$ cat src/sv/sacp_pkg.sv
package sacp_pkg;

  // Default sizes for the frame buffer and for one decimal field.
  localparam int BufLenDef     = 10;
  localparam int FieldCharsDef = 5;

  // Depth of the queue between the framer and the parser.
  localparam int QueueDepth = 2;

  // Register reset values and indexes.
  localparam logic [15:0] TimeoutReset   = 16'd100;
  localparam logic [15:0] RackLimitReset = 16'd500;
  localparam logic        RegTimeout     = 1'b0;
  localparam logic        RegRackLimit   = 1'b1;

  // Characters of the framing and field syntax.
  localparam logic [7:0] CharOpen  = 8'h7B;  // '{'
  localparam logic [7:0] CharClose = 8'h7D;  // '}'
  localparam logic [7:0] CharAt    = 8'h40;  // '@'
  localparam logic [7:0] CharComma = 8'h2C;  // ','
  localparam logic [7:0] CharSpace = 8'h20;  // ' '
  localparam logic [7:0] CharNul   = 8'h00;
  localparam logic [7:0] CharDig0  = 8'h30;  // '0'
  localparam logic [7:0] CharDig9  = 8'h39;  // '9'

  // Outcome flags of one result beat.
  typedef struct packed {
    logic address_set;
    logic rack_rejected;
    logic format_error;
  } sacp_flags_t;

  // Ten to the power n, evaluated at elaboration for value widths.
  function automatic longint pow10(input int n);
    longint r;
    r = 1;
    for (int k = 0; k < n; k++) begin
      r = r * 10;
    end
    return r;
  endfunction

endpackage

$ cat src/sv/sacp_front.sv
module sacp_front #(
  parameter int BufLen = sacp_pkg::BufLenDef
) (
  input  logic                  clk_i,
  input  logic                  rst_ni,
  input  logic                  in_valid_i,
  output logic                  in_stall_o,
  input  logic                  byte_present_i,
  input  logic [7:0]            rx_byte_i,
  input  logic [15:0]           timeout_ticks_i,
  input  logic                  q_full_i,
  output logic                  push_o,
  output logic                  push_parse_o,
  output logic [BufLen*8-1:0]   snap_o
);

  localparam int FillW = $clog2(BufLen + 1);
  localparam int IdxW  = $clog2(BufLen);

  localparam logic [1:0] PhIdle    = 2'd0;
  localparam logic [1:0] PhCapture = 2'd1;
  localparam logic [1:0] PhClosed  = 2'd2;

  logic [7:0]       buf_q [BufLen];
  logic [FillW-1:0] fill_q, fill_d;
  logic [1:0]       phase_q, phase_d;
  logic [15:0]      ticks_q, ticks_d;
  logic             wr_en;
  logic             parse;
  logic [FillW-1:0] fill_t;
  logic [1:0]       phase_t;

  assign in_stall_o = q_full_i;
  assign push_o     = in_valid_i && !q_full_i;

  // Entries at or above the fill count read as zero, so a restart never
  // needs to clear the buffer itself.
  always_comb begin
    for (int i = 0; i < BufLen; i++) begin
      snap_o[i*8 +: 8] = (FillW'(i) < fill_q) ? buf_q[i] : sacp_pkg::CharNul;
    end
  end

  always_comb begin
    ticks_d = ticks_q;
    fill_t  = fill_q;
    phase_t = phase_q;
    if (ticks_q != 16'd0) begin
      ticks_d = ticks_q - 16'd1;
    end else begin
      fill_t  = '0;
      phase_t = PhIdle;
    end
    fill_d  = fill_t;
    phase_d = phase_t;
    wr_en   = 1'b0;
    parse   = 1'b0;
    if (byte_present_i) begin
      if (rx_byte_i == sacp_pkg::CharOpen) begin
        ticks_d = timeout_ticks_i;
        phase_d = PhCapture;
        fill_d  = '0;
      end else if (rx_byte_i == sacp_pkg::CharClose && phase_t == PhCapture) begin
        phase_d = PhClosed;
      end else if (rx_byte_i == sacp_pkg::CharAt && phase_t == PhClosed) begin
        parse = 1'b1;
      end else if (phase_t == PhCapture && fill_t < FillW'(BufLen)) begin
        wr_en  = 1'b1;
        fill_d = fill_t + FillW'(1);
      end
    end
  end

  assign push_parse_o = parse;

  always_ff @(posedge clk_i or negedge rst_ni) begin
    if (!rst_ni) begin
      fill_q  <= '0;
      phase_q <= PhIdle;
      ticks_q <= '0;
    end else if (push_o) begin
      fill_q  <= fill_d;
      phase_q <= phase_d;
      ticks_q <= ticks_d;
    end
  end

  always_ff @(posedge clk_i) begin
    if (push_o && wr_en) begin
      buf_q[fill_t[IdxW-1:0]] <= rx_byte_i;
    end
  end

endmodule

$ cat src/sv/sacp_queue.sv
module sacp_queue #(
  parameter int Width = 81
) (
  input  logic             clk_i,
  input  logic             rst_ni,
  input  logic             push_i,
  input  logic [Width-1:0] push_data_i,
  output logic             full_o,
  output logic             valid_o,
  output logic [Width-1:0] data_o,
  input  logic             pop_i
);

  localparam int Depth = sacp_pkg::QueueDepth;
  localparam int PtrW  = $clog2(Depth);
  localparam int CntW  = $clog2(Depth + 1);

  logic [Width-1:0] mem_q [Depth];
  logic [PtrW-1:0]  wr_q, rd_q;
  logic [CntW-1:0]  cnt_q;

  assign full_o  = (cnt_q == CntW'(Depth));
  assign valid_o = (cnt_q != '0);
  assign data_o  = mem_q[rd_q];

  always_ff @(posedge clk_i or negedge rst_ni) begin
    if (!rst_ni) begin
      wr_q  <= '0;
      rd_q  <= '0;
      cnt_q <= '0;
    end else begin
      if (push_i) begin
        wr_q <= wr_q + PtrW'(1);
      end
      if (pop_i) begin
        rd_q <= rd_q + PtrW'(1);
      end
      if (push_i && !pop_i) begin
        cnt_q <= cnt_q + CntW'(1);
      end else if (pop_i && !push_i) begin
        cnt_q <= cnt_q - CntW'(1);
      end
    end
  end

  always_ff @(posedge clk_i) begin
    if (push_i) begin
      mem_q[wr_q] <= push_data_i;
    end
  end

endmodule

$ cat src/sv/sacp_back.sv
module sacp_back #(
  parameter int BufLen     = sacp_pkg::BufLenDef,
  parameter int FieldChars = sacp_pkg::FieldCharsDef
) (
  input  logic                  clk_i,
  input  logic                  rst_ni,
  input  logic                  q_valid_i,
  input  logic                  q_parse_i,
  input  logic [BufLen*8-1:0]   q_snap_i,
  output logic                  q_pop_o,
  input  logic [15:0]           rack_limit_i,
  output logic                  out_valid_o,
  input  logic                  out_stall_i,
  output logic [15:0]           area_id_o,
  output logic [15:0]           rack_id_o,
  output sacp_pkg::sacp_flags_t flags_o
);

  localparam int RawW = $clog2(sacp_pkg::pow10(FieldChars));
  localparam int ValW = (RawW > 16) ? RawW : 17;
  localparam int CntW = $clog2(BufLen);
  localparam int LenW = $clog2(FieldChars + 1);

  localparam logic [1:0] BkIdle = 2'd0;
  localparam logic [1:0] BkScan = 2'd1;
  localparam logic [1:0] BkDone = 2'd2;

  localparam logic [1:0] StSkip = 2'd0;
  localparam logic [1:0] StRead = 2'd1;
  localparam logic [1:0] StStop = 2'd2;

  logic [1:0]            state_q, state_d;
  logic [BufLen*8-1:0]   shreg_q, shreg_d;
  logic [CntW-1:0]       cnt_q, cnt_d;
  logic                  which_q, which_d;
  logic                  done_q, done_d;
  logic [LenW-1:0]       len_q, len_d;
  logic [1:0]            stage_q, stage_d;
  logic [ValW-1:0]       area_v_q, area_v_d;
  logic [ValW-1:0]       rack_v_q, rack_v_d;
  logic                  bad_q, bad_d;
  logic [15:0]           area_q, area_d;
  logic [15:0]           rack_q, rack_d;
  logic                  out_valid_q, out_valid_d;
  sacp_pkg::sacp_flags_t flags_q, flags_d;
  logic                  out_free;
  logic [7:0]            ch;
  logic                  is_dig;
  logic [ValW-1:0]       cur_v;
  logic [ValW-1:0]       nxt_v;
  logic                  rack_over;

  assign out_free    = !out_valid_q || !out_stall_i;
  assign out_valid_o = out_valid_q;
  assign area_id_o   = area_q;
  assign rack_id_o   = rack_q;
  assign flags_o     = flags_q;

  assign ch        = shreg_q[7:0];
  assign is_dig    = (ch >= sacp_pkg::CharDig0) && (ch <= sacp_pkg::CharDig9);
  assign cur_v     = which_q ? rack_v_q : area_v_q;
  assign rack_over = (rack_v_q >= {{(ValW-16){1'b0}}, rack_limit_i});

  always_comb begin
    state_d     = state_q;
    shreg_d     = shreg_q;
    cnt_d       = cnt_q;
    which_d     = which_q;
    done_d      = done_q;
    len_d       = len_q;
    stage_d     = stage_q;
    area_v_d    = area_v_q;
    rack_v_d    = rack_v_q;
    bad_d       = bad_q;
    area_d      = area_q;
    rack_d      = rack_q;
    flags_d     = flags_q;
    out_valid_d = out_valid_q && out_stall_i;
    q_pop_o     = 1'b0;
    nxt_v       = cur_v;

    case (state_q)
      BkIdle: begin
        if (q_valid_i && q_parse_i) begin
          q_pop_o  = 1'b1;
          shreg_d  = q_snap_i;
          cnt_d    = '0;
          which_d  = 1'b0;
          done_d   = 1'b0;
          len_d    = '0;
          stage_d  = StSkip;
          area_v_d = '0;
          rack_v_d = '0;
          bad_d    = 1'b0;
          state_d  = BkScan;
        end else if (q_valid_i && out_free) begin
          // Plain tick: repeat the stored ids with no flag raised.
          q_pop_o     = 1'b1;
          out_valid_d = 1'b1;
          flags_d     = '0;
        end
      end
      BkScan: begin
        // One buffer byte per cycle: legality, field split and the
        // running decimal value of the field it belongs to.
        if (!(is_dig || ch == sacp_pkg::CharComma || ch == sacp_pkg::CharSpace ||
              ch == sacp_pkg::CharNul)) begin
          bad_d = 1'b1;
        end
        if (!done_q) begin
          if (ch == sacp_pkg::CharComma) begin
            if (!which_q) begin
              which_d = 1'b1;
              len_d   = '0;
              stage_d = StSkip;
            end else begin
              done_d = 1'b1;
            end
          end else if (len_q < LenW'(FieldChars)) begin
            len_d = len_q + LenW'(1);
            case (stage_q)
              StSkip: begin
                if (is_dig) begin
                  nxt_v   = ValW'(ch[3:0]);
                  stage_d = StRead;
                end else if (ch != sacp_pkg::CharSpace) begin
                  stage_d = StStop;
                end
              end
              StRead: begin
                if (is_dig) begin
                  nxt_v = (cur_v << 3) + (cur_v << 1) + ValW'(ch[3:0]);
                end else begin
                  stage_d = StStop;
                end
              end
              default: begin
                stage_d = StStop;
              end
            endcase
            if (which_q) begin
              rack_v_d = nxt_v;
            end else begin
              area_v_d = nxt_v;
            end
          end
        end
        shreg_d = shreg_q >> 8;
        cnt_d   = cnt_q + CntW'(1);
        if (cnt_q == CntW'(BufLen - 1)) begin
          state_d = BkDone;
        end
      end
      BkDone: begin
        if (out_free) begin
          out_valid_d = 1'b1;
          flags_d     = '0;
          if (bad_q) begin
            flags_d.format_error = 1'b1;
          end else if (rack_over) begin
            flags_d.rack_rejected = 1'b1;
            area_d = '0;
            rack_d = '0;
          end else begin
            flags_d.address_set = 1'b1;
            area_d = area_v_q[15:0];
            rack_d = rack_v_q[15:0];
          end
          state_d = BkIdle;
        end
      end
      default: begin
        state_d = BkIdle;
      end
    endcase
  end

  always_ff @(posedge clk_i or negedge rst_ni) begin
    if (!rst_ni) begin
      state_q     <= BkIdle;
      out_valid_q <= 1'b0;
      area_q      <= '0;
      rack_q      <= '0;
      flags_q     <= '0;
    end else begin
      state_q     <= state_d;
      out_valid_q <= out_valid_d;
      area_q      <= area_d;
      rack_q      <= rack_d;
      flags_q     <= flags_d;
    end
  end

  always_ff @(posedge clk_i) begin
    shreg_q  <= shreg_d;
    cnt_q    <= cnt_d;
    which_q  <= which_d;
    done_q   <= done_d;
    len_q    <= len_d;
    stage_q  <= stage_d;
    area_v_q <= area_v_d;
    rack_v_q <= rack_v_d;
    bad_q    <= bad_d;
  end

  // At most one outcome flag per result beat.
  a_flags_onehot: assert property (@(posedge clk_i) disable iff (!rst_ni)
    out_valid_q |-> $onehot0(flags_q))
    else $error("more than one outcome flag set");

  // A committed rack always lies below the configured limit.
  a_set_below_limit: assert property (@(posedge clk_i) disable iff (!rst_ni)
    (out_valid_q && flags_q.address_set) |-> (rack_q < rack_limit_i))
    else $error("committed rack not below limit");

  // A rejected rack leaves both ids cleared.
  a_reject_clears: assert property (@(posedge clk_i) disable iff (!rst_ni)
    (out_valid_q && flags_q.rack_rejected) |-> (area_q == 16'd0 && rack_q == 16'd0))
    else $error("rejected rack did not clear ids");

  // The queue is never drained while a parse is in progress.
  a_no_pop_busy: assert property (@(posedge clk_i) disable iff (!rst_ni)
    (state_q != BkIdle) |-> !q_pop_o)
    else $error("queue popped during a parse");

endmodule

$ cat src/sv/serial_address_command_parser_unit.sv
// Path: a tick with no parse goes through its queue entry and then the result register;
// a tick that parses a frame goes through the queue entry, the scan and the done state.
// Throughput: one tick per cycle while no stall is raised, except that a parse holds the
// parser for a scan, one buffer byte per cycle; a two-entry queue absorbs ticks meanwhile.
// Reset (rst_ni low, asynchronous): idle framing, empty buffer, ids zero, no pending
// beats, timeout_ticks = 100 and rack_limit = 500.
module serial_address_command_parser_unit #(
  parameter int BUF_LEN     = sacp_pkg::BufLenDef,
  parameter int FIELD_CHARS = sacp_pkg::FieldCharsDef
) (
  input  logic        clk_i,
  input  logic        rst_ni,
  // Tick channel.
  input  logic        in_valid_i,
  output logic        in_stall_o,
  input  logic        byte_present_i,
  input  logic [7:0]  rx_byte_i,
  // Result channel.
  output logic        out_valid_o,
  input  logic        out_stall_i,
  output logic [15:0] area_id_o,
  output logic [15:0] rack_id_o,
  output logic        address_set_o,
  output logic        rack_rejected_o,
  output logic        format_error_o,
  // Register write channel.
  input  logic        cfg_valid_i,
  output logic        cfg_ready_o,
  input  logic        cfg_index_i,
  input  logic [15:0] cfg_data_i
);

  localparam int EntryW = 1 + BUF_LEN * 8;

  logic [15:0]           timeout_q;
  logic [15:0]           rack_limit_q;
  logic                  q_full;
  logic                  push;
  logic                  push_parse;
  logic [BUF_LEN*8-1:0]  snap;
  logic                  q_valid;
  logic [EntryW-1:0]     q_data;
  logic                  q_pop;
  sacp_pkg::sacp_flags_t flags;

  // Registers are always writable; the user must change them only while the block is idle.
  assign cfg_ready_o = 1'b1;

  always_ff @(posedge clk_i or negedge rst_ni) begin
    if (!rst_ni) begin
      timeout_q    <= sacp_pkg::TimeoutReset;
      rack_limit_q <= sacp_pkg::RackLimitReset;
    end else if (cfg_valid_i) begin
      case (cfg_index_i)
        sacp_pkg::RegTimeout:   timeout_q    <= cfg_data_i;
        sacp_pkg::RegRackLimit: rack_limit_q <= cfg_data_i;
        default: ;
      endcase
    end
  end

  // The framer runs the tick timer and the capture phase; each accepted tick becomes one
  // queue entry with a buffer snapshot, flagged when a parse is requested.
  sacp_front #(
    .BufLen (BUF_LEN)
  ) u_front (
    .clk_i           (clk_i),
    .rst_ni          (rst_ni),
    .in_valid_i      (in_valid_i),
    .in_stall_o      (in_stall_o),
    .byte_present_i  (byte_present_i),
    .rx_byte_i       (rx_byte_i),
    .timeout_ticks_i (timeout_q),
    .q_full_i        (q_full),
    .push_o          (push),
    .push_parse_o    (push_parse),
    .snap_o          (snap)
  );

  sacp_queue #(
    .Width (EntryW)
  ) u_queue (
    .clk_i       (clk_i),
    .rst_ni      (rst_ni),
    .push_i      (push),
    .push_data_i ({push_parse, snap}),
    .full_o      (q_full),
    .valid_o     (q_valid),
    .data_o      (q_data),
    .pop_i       (q_pop)
  );

  // The parser keeps the ids and emits exactly one result beat per entry,
  // in queue order.
  sacp_back #(
    .BufLen     (BUF_LEN),
    .FieldChars (FIELD_CHARS)
  ) u_back (
    .clk_i        (clk_i),
    .rst_ni       (rst_ni),
    .q_valid_i    (q_valid),
    .q_parse_i    (q_data[EntryW-1]),
    .q_snap_i     (q_data[EntryW-2:0]),
    .q_pop_o      (q_pop),
    .rack_limit_i (rack_limit_q),
    .out_valid_o  (out_valid_o),
    .out_stall_i  (out_stall_i),
    .area_id_o    (area_id_o),
    .rack_id_o    (rack_id_o),
    .flags_o      (flags)
  );

  assign address_set_o   = flags.address_set;
  assign rack_rejected_o = flags.rack_rejected;
  assign format_error_o  = flags.format_error;

endmodule

$ cat config.mk
export PLATFORM = sky130hd
export DESIGN_NAME = serial_address_command_parser_unit
export DESIGN_NICKNAME = d
export VERILOG_FILES = /design/src/sv/sacp_pkg.sv /design/src/sv/sacp_front.sv /design/src/sv/sacp_queue.sv /design/src/sv/sacp_back.sv /design/src/sv/serial_address_command_parser_unit.sv
export SDC_FILE = /design/constraint.sdc
export NUM_CORES = 1
export LEC_CHECK = 0
export BUFFER_PORTS_ARGS = -buffer_cell sky130_fd_sc_hd__clkbuf_2
export CORE_MARGIN = 3
export CORE_UTILIZATION = 50
export CTS_BUF_LIST = sky130_fd_sc_hd__clkbuf_2 sky130_fd_sc_hd__clkbuf_4 sky130_fd_sc_hd__clkbuf_8
export CTS_CLUSTER_SIZE = 28
export DETAILED_ROUTE_END_ITERATION = 10
export HOLD_SLACK_MARGIN = 0.05
export PLACE_DENSITY = 0.67
export SLEW_MARGIN = 15
export SYNTH_ARGS = -nofsm -noshare
export SYNTH_HDL_FRONTEND = slang
export SYNTH_SLANG_ARGS = --single-unit
export TNS_END_PERCENT = 5
$ cat constraint.sdc
create_clock -name clk_i -period 5.4 [get_ports clk_i]
set_input_delay 0.81 -clock clk_i [delete_from_list [all_inputs] [get_ports clk_i]]
set_output_delay 0.81 -clock clk_i [all_outputs]
set_load 0.01 [all_outputs]
==> impl_metrics.prom <==
# TYPE chip_impl_metric gauge
chip_impl_metric{name="vias_per_cell",unit=""} 5.46
chip_impl_info{name="tritoncts",value="built"} 1
chip_impl_info{name="kind_of_path_behind_the_tightest_hold_check",value="primary input to asynchronous set/reset pin"} 1
chip_impl_metric{name="power.combinational.fraction",unit="%"} 32.3
chip_impl_metric{name="dp_hpwl",unit="um"} 24500
chip_impl_metric{name="multi_input_area",unit="um2"} 5780
chip_impl_metric{name="synth_seq_area_share",unit="%"} 68.6
chip_impl_info{name="yosys.area.top_type",value="edfxtp_1"} 1
chip_impl_metric{name="period_share",unit="%"} 73.2
chip_impl_metric{name="synthDominantCellAreaShare",unit="%"} 56.3
chip_impl_info{name="grt_setup_unrepaired",value="false"} 1
chip_impl_info{name="synth_area_leaders",value="edfxtp_1, dfrtp_1, mux2i_1"} 1
chip_impl_info{name="crit_path_end_kind",value="flip-flop"} 1
chip_impl_metric{name="worst_margin_pin_slew",unit="ns"} 1.04
chip_impl_metric{name="synthArstFlopShare",unit="%"} 20.7
chip_impl_metric{name="clkSinkCount",unit=""} 464
chip_impl_metric{name="power.share.clock",unit="%"} 22.5
chip_impl_metric{name="io_pins",unit=""} 69
chip_impl_metric{name="worst_clock_skew",unit="ns"} 0.0311
chip_impl_metric{name="layout.area.seq",unit="um2"} 13500
chip_impl_metric{name="timing.reg2reg.worst_path_depth",unit=""} 11
chip_impl_metric{name="dr_total_vias",unit=""} 11300
chip_impl_metric{name="leakage",unit="nW"} 8.76
chip_impl_metric{name="tritoncts.num_buffers",unit=""} 75
chip_impl_metric{name="via_count_of_the_first_global_routing_pass",unit=""} 11400
chip_impl_metric{name="report.power.total",unit="mW"} 13.4
chip_impl_metric{name="place_congestion",unit=""} 0.868
chip_impl_metric{name="die_width",unit="um"} 204
chip_impl_metric{name="number_of_flip_flops_and_latches_in_the_synthesized_netlist",unit=""} 464
chip_impl_metric{name="mappedNetlistNets",unit=""} 1487
chip_impl_metric{name="antenna_cells",unit=""} 0
chip_impl_metric{name="cts_hold_buf",unit=""} 0
chip_impl_metric{name="cts_max_path_buffers",unit=""} 3
chip_impl_info{name="dominantRegCellSynth",value="edfxtp_1"} 1
chip_impl_metric{name="switching_fraction",unit="%"} 35.0
chip_impl_metric{name="remaining_drc_errors",unit=""} 0
chip_impl_metric{name="detailedRoute.firstPassIterationCount",unit=""} 5
chip_impl_metric{name="synth_enable_flop_cells",unit=""} 368
chip_impl_metric{name="post_synth_inst_count",unit=""} 1400
chip_impl_metric{name="hold_violations",unit=""} 0
chip_impl_metric{name="cts_setup_buffers",unit=""} 0
chip_impl_metric{name="cp_data_required_time",unit="ns"} 5.80
chip_impl_metric{name="cp_max_fo",unit=""} 22
chip_impl_metric{name="wl",unit="um"} 39200
chip_impl_metric{name="clk_pin_slew",unit="ns"} 0.06
chip_impl_metric{name="fill_cells",unit=""} 3017
chip_impl_metric{name="final_max_slew_viol_count",unit=""} 0
chip_impl_metric{name="fmax",unit="MHz"} 253
chip_impl_metric{name="vdd.ir_drop.worst",unit="mV"} 0.313
chip_impl_info{name="worstSetupStartpointType",value="flip-flop"} 1
chip_impl_metric{name="placementRows",unit=""} 71
chip_impl_metric{name="die-area",unit="um2"} 41700
chip_impl_metric{name="final_layout_size_suffix_gt1_share",unit="%"} 18.0
chip_impl_metric{name="floorplan.core_area",unit="um2"} 38200
chip_impl_metric{name="final_period_minus_worst_setup_slack",unit="ns"} 3.96
chip_impl_metric{name="h_tree_level_count",unit=""} 3
chip_impl_metric{name="first_iter_violations",unit=""} 849
chip_impl_metric{name="power_frac_seq",unit="%"} 45.2
chip_impl_metric{name="setup_viol",unit=""} 0
chip_impl_metric{name="clock_insertion_delay_worst_skew",unit="ns"} 0.63
chip_impl_metric{name="wire_length_of_the_first_global_routing_pass",unit="um"} 62400
chip_impl_metric{name="post_synth_num_cell_types",unit=""} 70
chip_impl_metric{name="max_cap_viol_count",unit=""} 0
chip_impl_metric{name="initial_core_util",unit="%"} 51.4
chip_impl_metric{name="setup-tns-final",unit="ns"} 0
chip_impl_metric{name="internal-power",unit="mW"} 8.70
chip_impl_metric{name="floorplan.die.height",unit="um"} 204
chip_impl_metric{name="number_of_nets_in_the_layout",unit=""} 1590
chip_impl_metric{name="grt_antenna_before_repair",unit=""} 0
chip_impl_metric{name="pwr_density_cell",unit="nW/um2"} 606
chip_impl_metric{name="post_cts_resize_count",unit=""} 0
chip_impl_metric{name="track_usage",unit="%"} 19.1
chip_impl_metric{name="sw_pwr",unit="mW"} 4.68
chip_impl_metric{name="slew_headroom",unit="%"} 30.5
chip_impl_info{name="timing.setup.critical_path_class",value="flip-flop to flip-flop"} 1
chip_impl_metric{name="overflow",unit=""} 0
chip_impl_metric{name="synth_area_per_cell",unit="um2"} 14.0
chip_impl_info{name="clock_tree.root_cell",value="clkbuf_8"} 1
chip_impl_metric{name="wire_per_inst",unit="um"} 18.9
chip_impl_metric{name="yosysWarningCount",unit=""} 0
chip_impl_metric{name="crit_arrival",unit="ns"} 4.35
chip_impl_info{name="run_status",value="finished clean"} 1
chip_impl_metric{name="largest_net_degree_at_the_start_of_global_routing",unit=""} 95
chip_impl_metric{name="synthToLayoutAreaGrowth",unit="%"} 12.4
chip_impl_metric{name="mappedNetlistArea",unit="um2"} 19600
chip_impl_metric{name="detail-route-antenna-nets",unit=""} 0
chip_impl_metric{name="port-buffer-count",unit=""} 67
-- layout make-up --
| class | count | share of cell area (%) |
|---|---|---|
| multi-input combinational | 832 | 26.2 |
| timing repair buffer | 87 | 2.25 |
| tap | 511 | 2.90 |
| sequential | 464 | 61.1 |
| clock inverter | 32 | 1.04 |
| clock buffer | 104 | 5.81 |
| inverter | 43 | 0.749 |
-- state kept, by name (all words and copies together), names as in the netlist, 17 cells and up --
register,count
u_back.rack_v_q,17
u_back.shreg_q,80
u_back.area_v_q,17
u_queue.mem_q,162
u_front.buf_q,80
-- per-layer routing --
metal / wire [um] / GRT usage, % / vias to the layer above
li1: - / - / 5425
met1: 17900 / 26.3 / 5579
met2: 18600 / 30.7 / 232
met3: 1690 / 3.77 / 76
met4: 1010 / 6.54 / 0
met5: 0 / 0 / -
-- through the flow --
| stage | cells | utilization [%] | setup slack (ns) | cell area [um2] | hold WS [ns] |
|---|---|---|---|---|---|
| floorplan | 1400 | - | 0.369 | 19600 | 0.461 |
| global placement | 1936 | 53.7 | 1.56 | 20500 | 0.469 |
| detailed placement | 1936 | 53.7 | 1.52 | 20500 | 0.476 |
| CTS | 2072 | 57.7 | 1.48 | 22000 | 0.132 |
| global route | 2073 | 57.7 | 1.13 | 22100 | 0.165 |
| finish | 2073 | 57.7 | 1.44 | 22100 | 0.159 |
-- critical path: stages, from the launching register on --
cell and delay, ns:
edfxtp_1 1.02, mux2_2 0.35, inv_1 0.06, fa_1 0.50, inv_1 0.07, fa_1 0.48
a211oi_1 0.33, o21bai_1 0.19, o21bai_1 0.17, a21oi_1 0.10, o21a_1 0.17, o31ai_1 0.29
-- power by group through the flow --
stage	logic [mW]	clock network, mW	registers (mW)
global placement	4.21	0	6.07
detailed placement	4.32	0	6.10
floorplan	3.24	0	5.88
global route	4.86	3.27	6.16
CTS	4.34	3.10	6.04
finish	4.32	3.01	6.05
-- cell usage after synthesis, drive strengths merged, types with 4 or more instances --
cell     count
dfrtp       87
edfxtp     368
o21ai      108
xor2         7
o22ai       12
or4          4
o21bai       5
nor4         5
nand2b       6
o31ai        4
a2bb2oi      4
a21o         9
mux2i       88
nand2      123
nand3       18
clkbuf      44
xnor2       11
and3        11
buf         17
or3          8
dfstp        9
nor2b       67
nand4        8
inv         43
a22o        32
a21oi       51
mux2        46
nor2        58
a211oi      11
ha          54
and2        22
nor3        13
-- placed cells by master (no fill, tap or decap), types with 10 or more instances in the layout --
| cell | synthesis | final |
|---|---|---|
| nand3_1 | 18 | 18 |
| and3_1 | 11 | 10 |
| a22o_1 | 32 | 32 |
| o22ai_1 | 12 | 12 |
| mux2_2 | 46 | 46 |
| ha_1 | 54 | 54 |
| xnor2_1 | 11 | 11 |
| nor2_1 | 58 | 57 |
| nor3_1 | 12 | 12 |
| a211oi_1 | 11 | 10 |
| o21ai_0 | 108 | 108 |
| clkbuf_8 | 0 | 80 |
| edfxtp_1 | 368 | 368 |
| nand2_1 | 123 | 123 |
| clkbuf_2 | 0 | 66 |
| mux2i_1 | 88 | 88 |
| dfrtp_1 | 87 | 86 |
| nor2b_1 | 67 | 67 |
| inv_1 | 43 | 41 |
| clkbuf_4 | 0 | 24 |
| clkinv_1 | 0 | 15 |
| a21oi_1 | 50 | 50 |
| and2_1 | 22 | 22 |
| buf_4 | 2 | 20 |
-- cells by family after synthesis --
family                     after synthesis  synth area share [%]
AOI/OAI and AO/OA                      264                  8.40
buffers and inverters                  104                  2.08
other                                    1                0.0191
DFF                                    464                  68.6
adders and majority gates               56                  3.65
muxes                                  134                  7.13
and+or+nand+nor                        359                  9.29
xor gates and xnor gates                18                 0.804
-- worst paths after layout --
check	start	endpoint	slack, ns
hold reg to reg	u_back.flags_o[0]	u_back.flags_o[0]	0.49
setup / recovery	u_back.which_q	u_back.rack_v_q[14]	1.44
min in group clk_i	cfg_data_i[10]	rack_limit_q[10]	0.44
max in group asynchronous	rst_ni	u_front.phase_q[0]	4.09
hold / removal	rst_ni	u_back.area_id_o[11]	0.16
setup reg to reg	u_back.which_q	u_back.rack_v_q[14]	1.44
No activity file was read; power rests on OpenSTA's default activity.
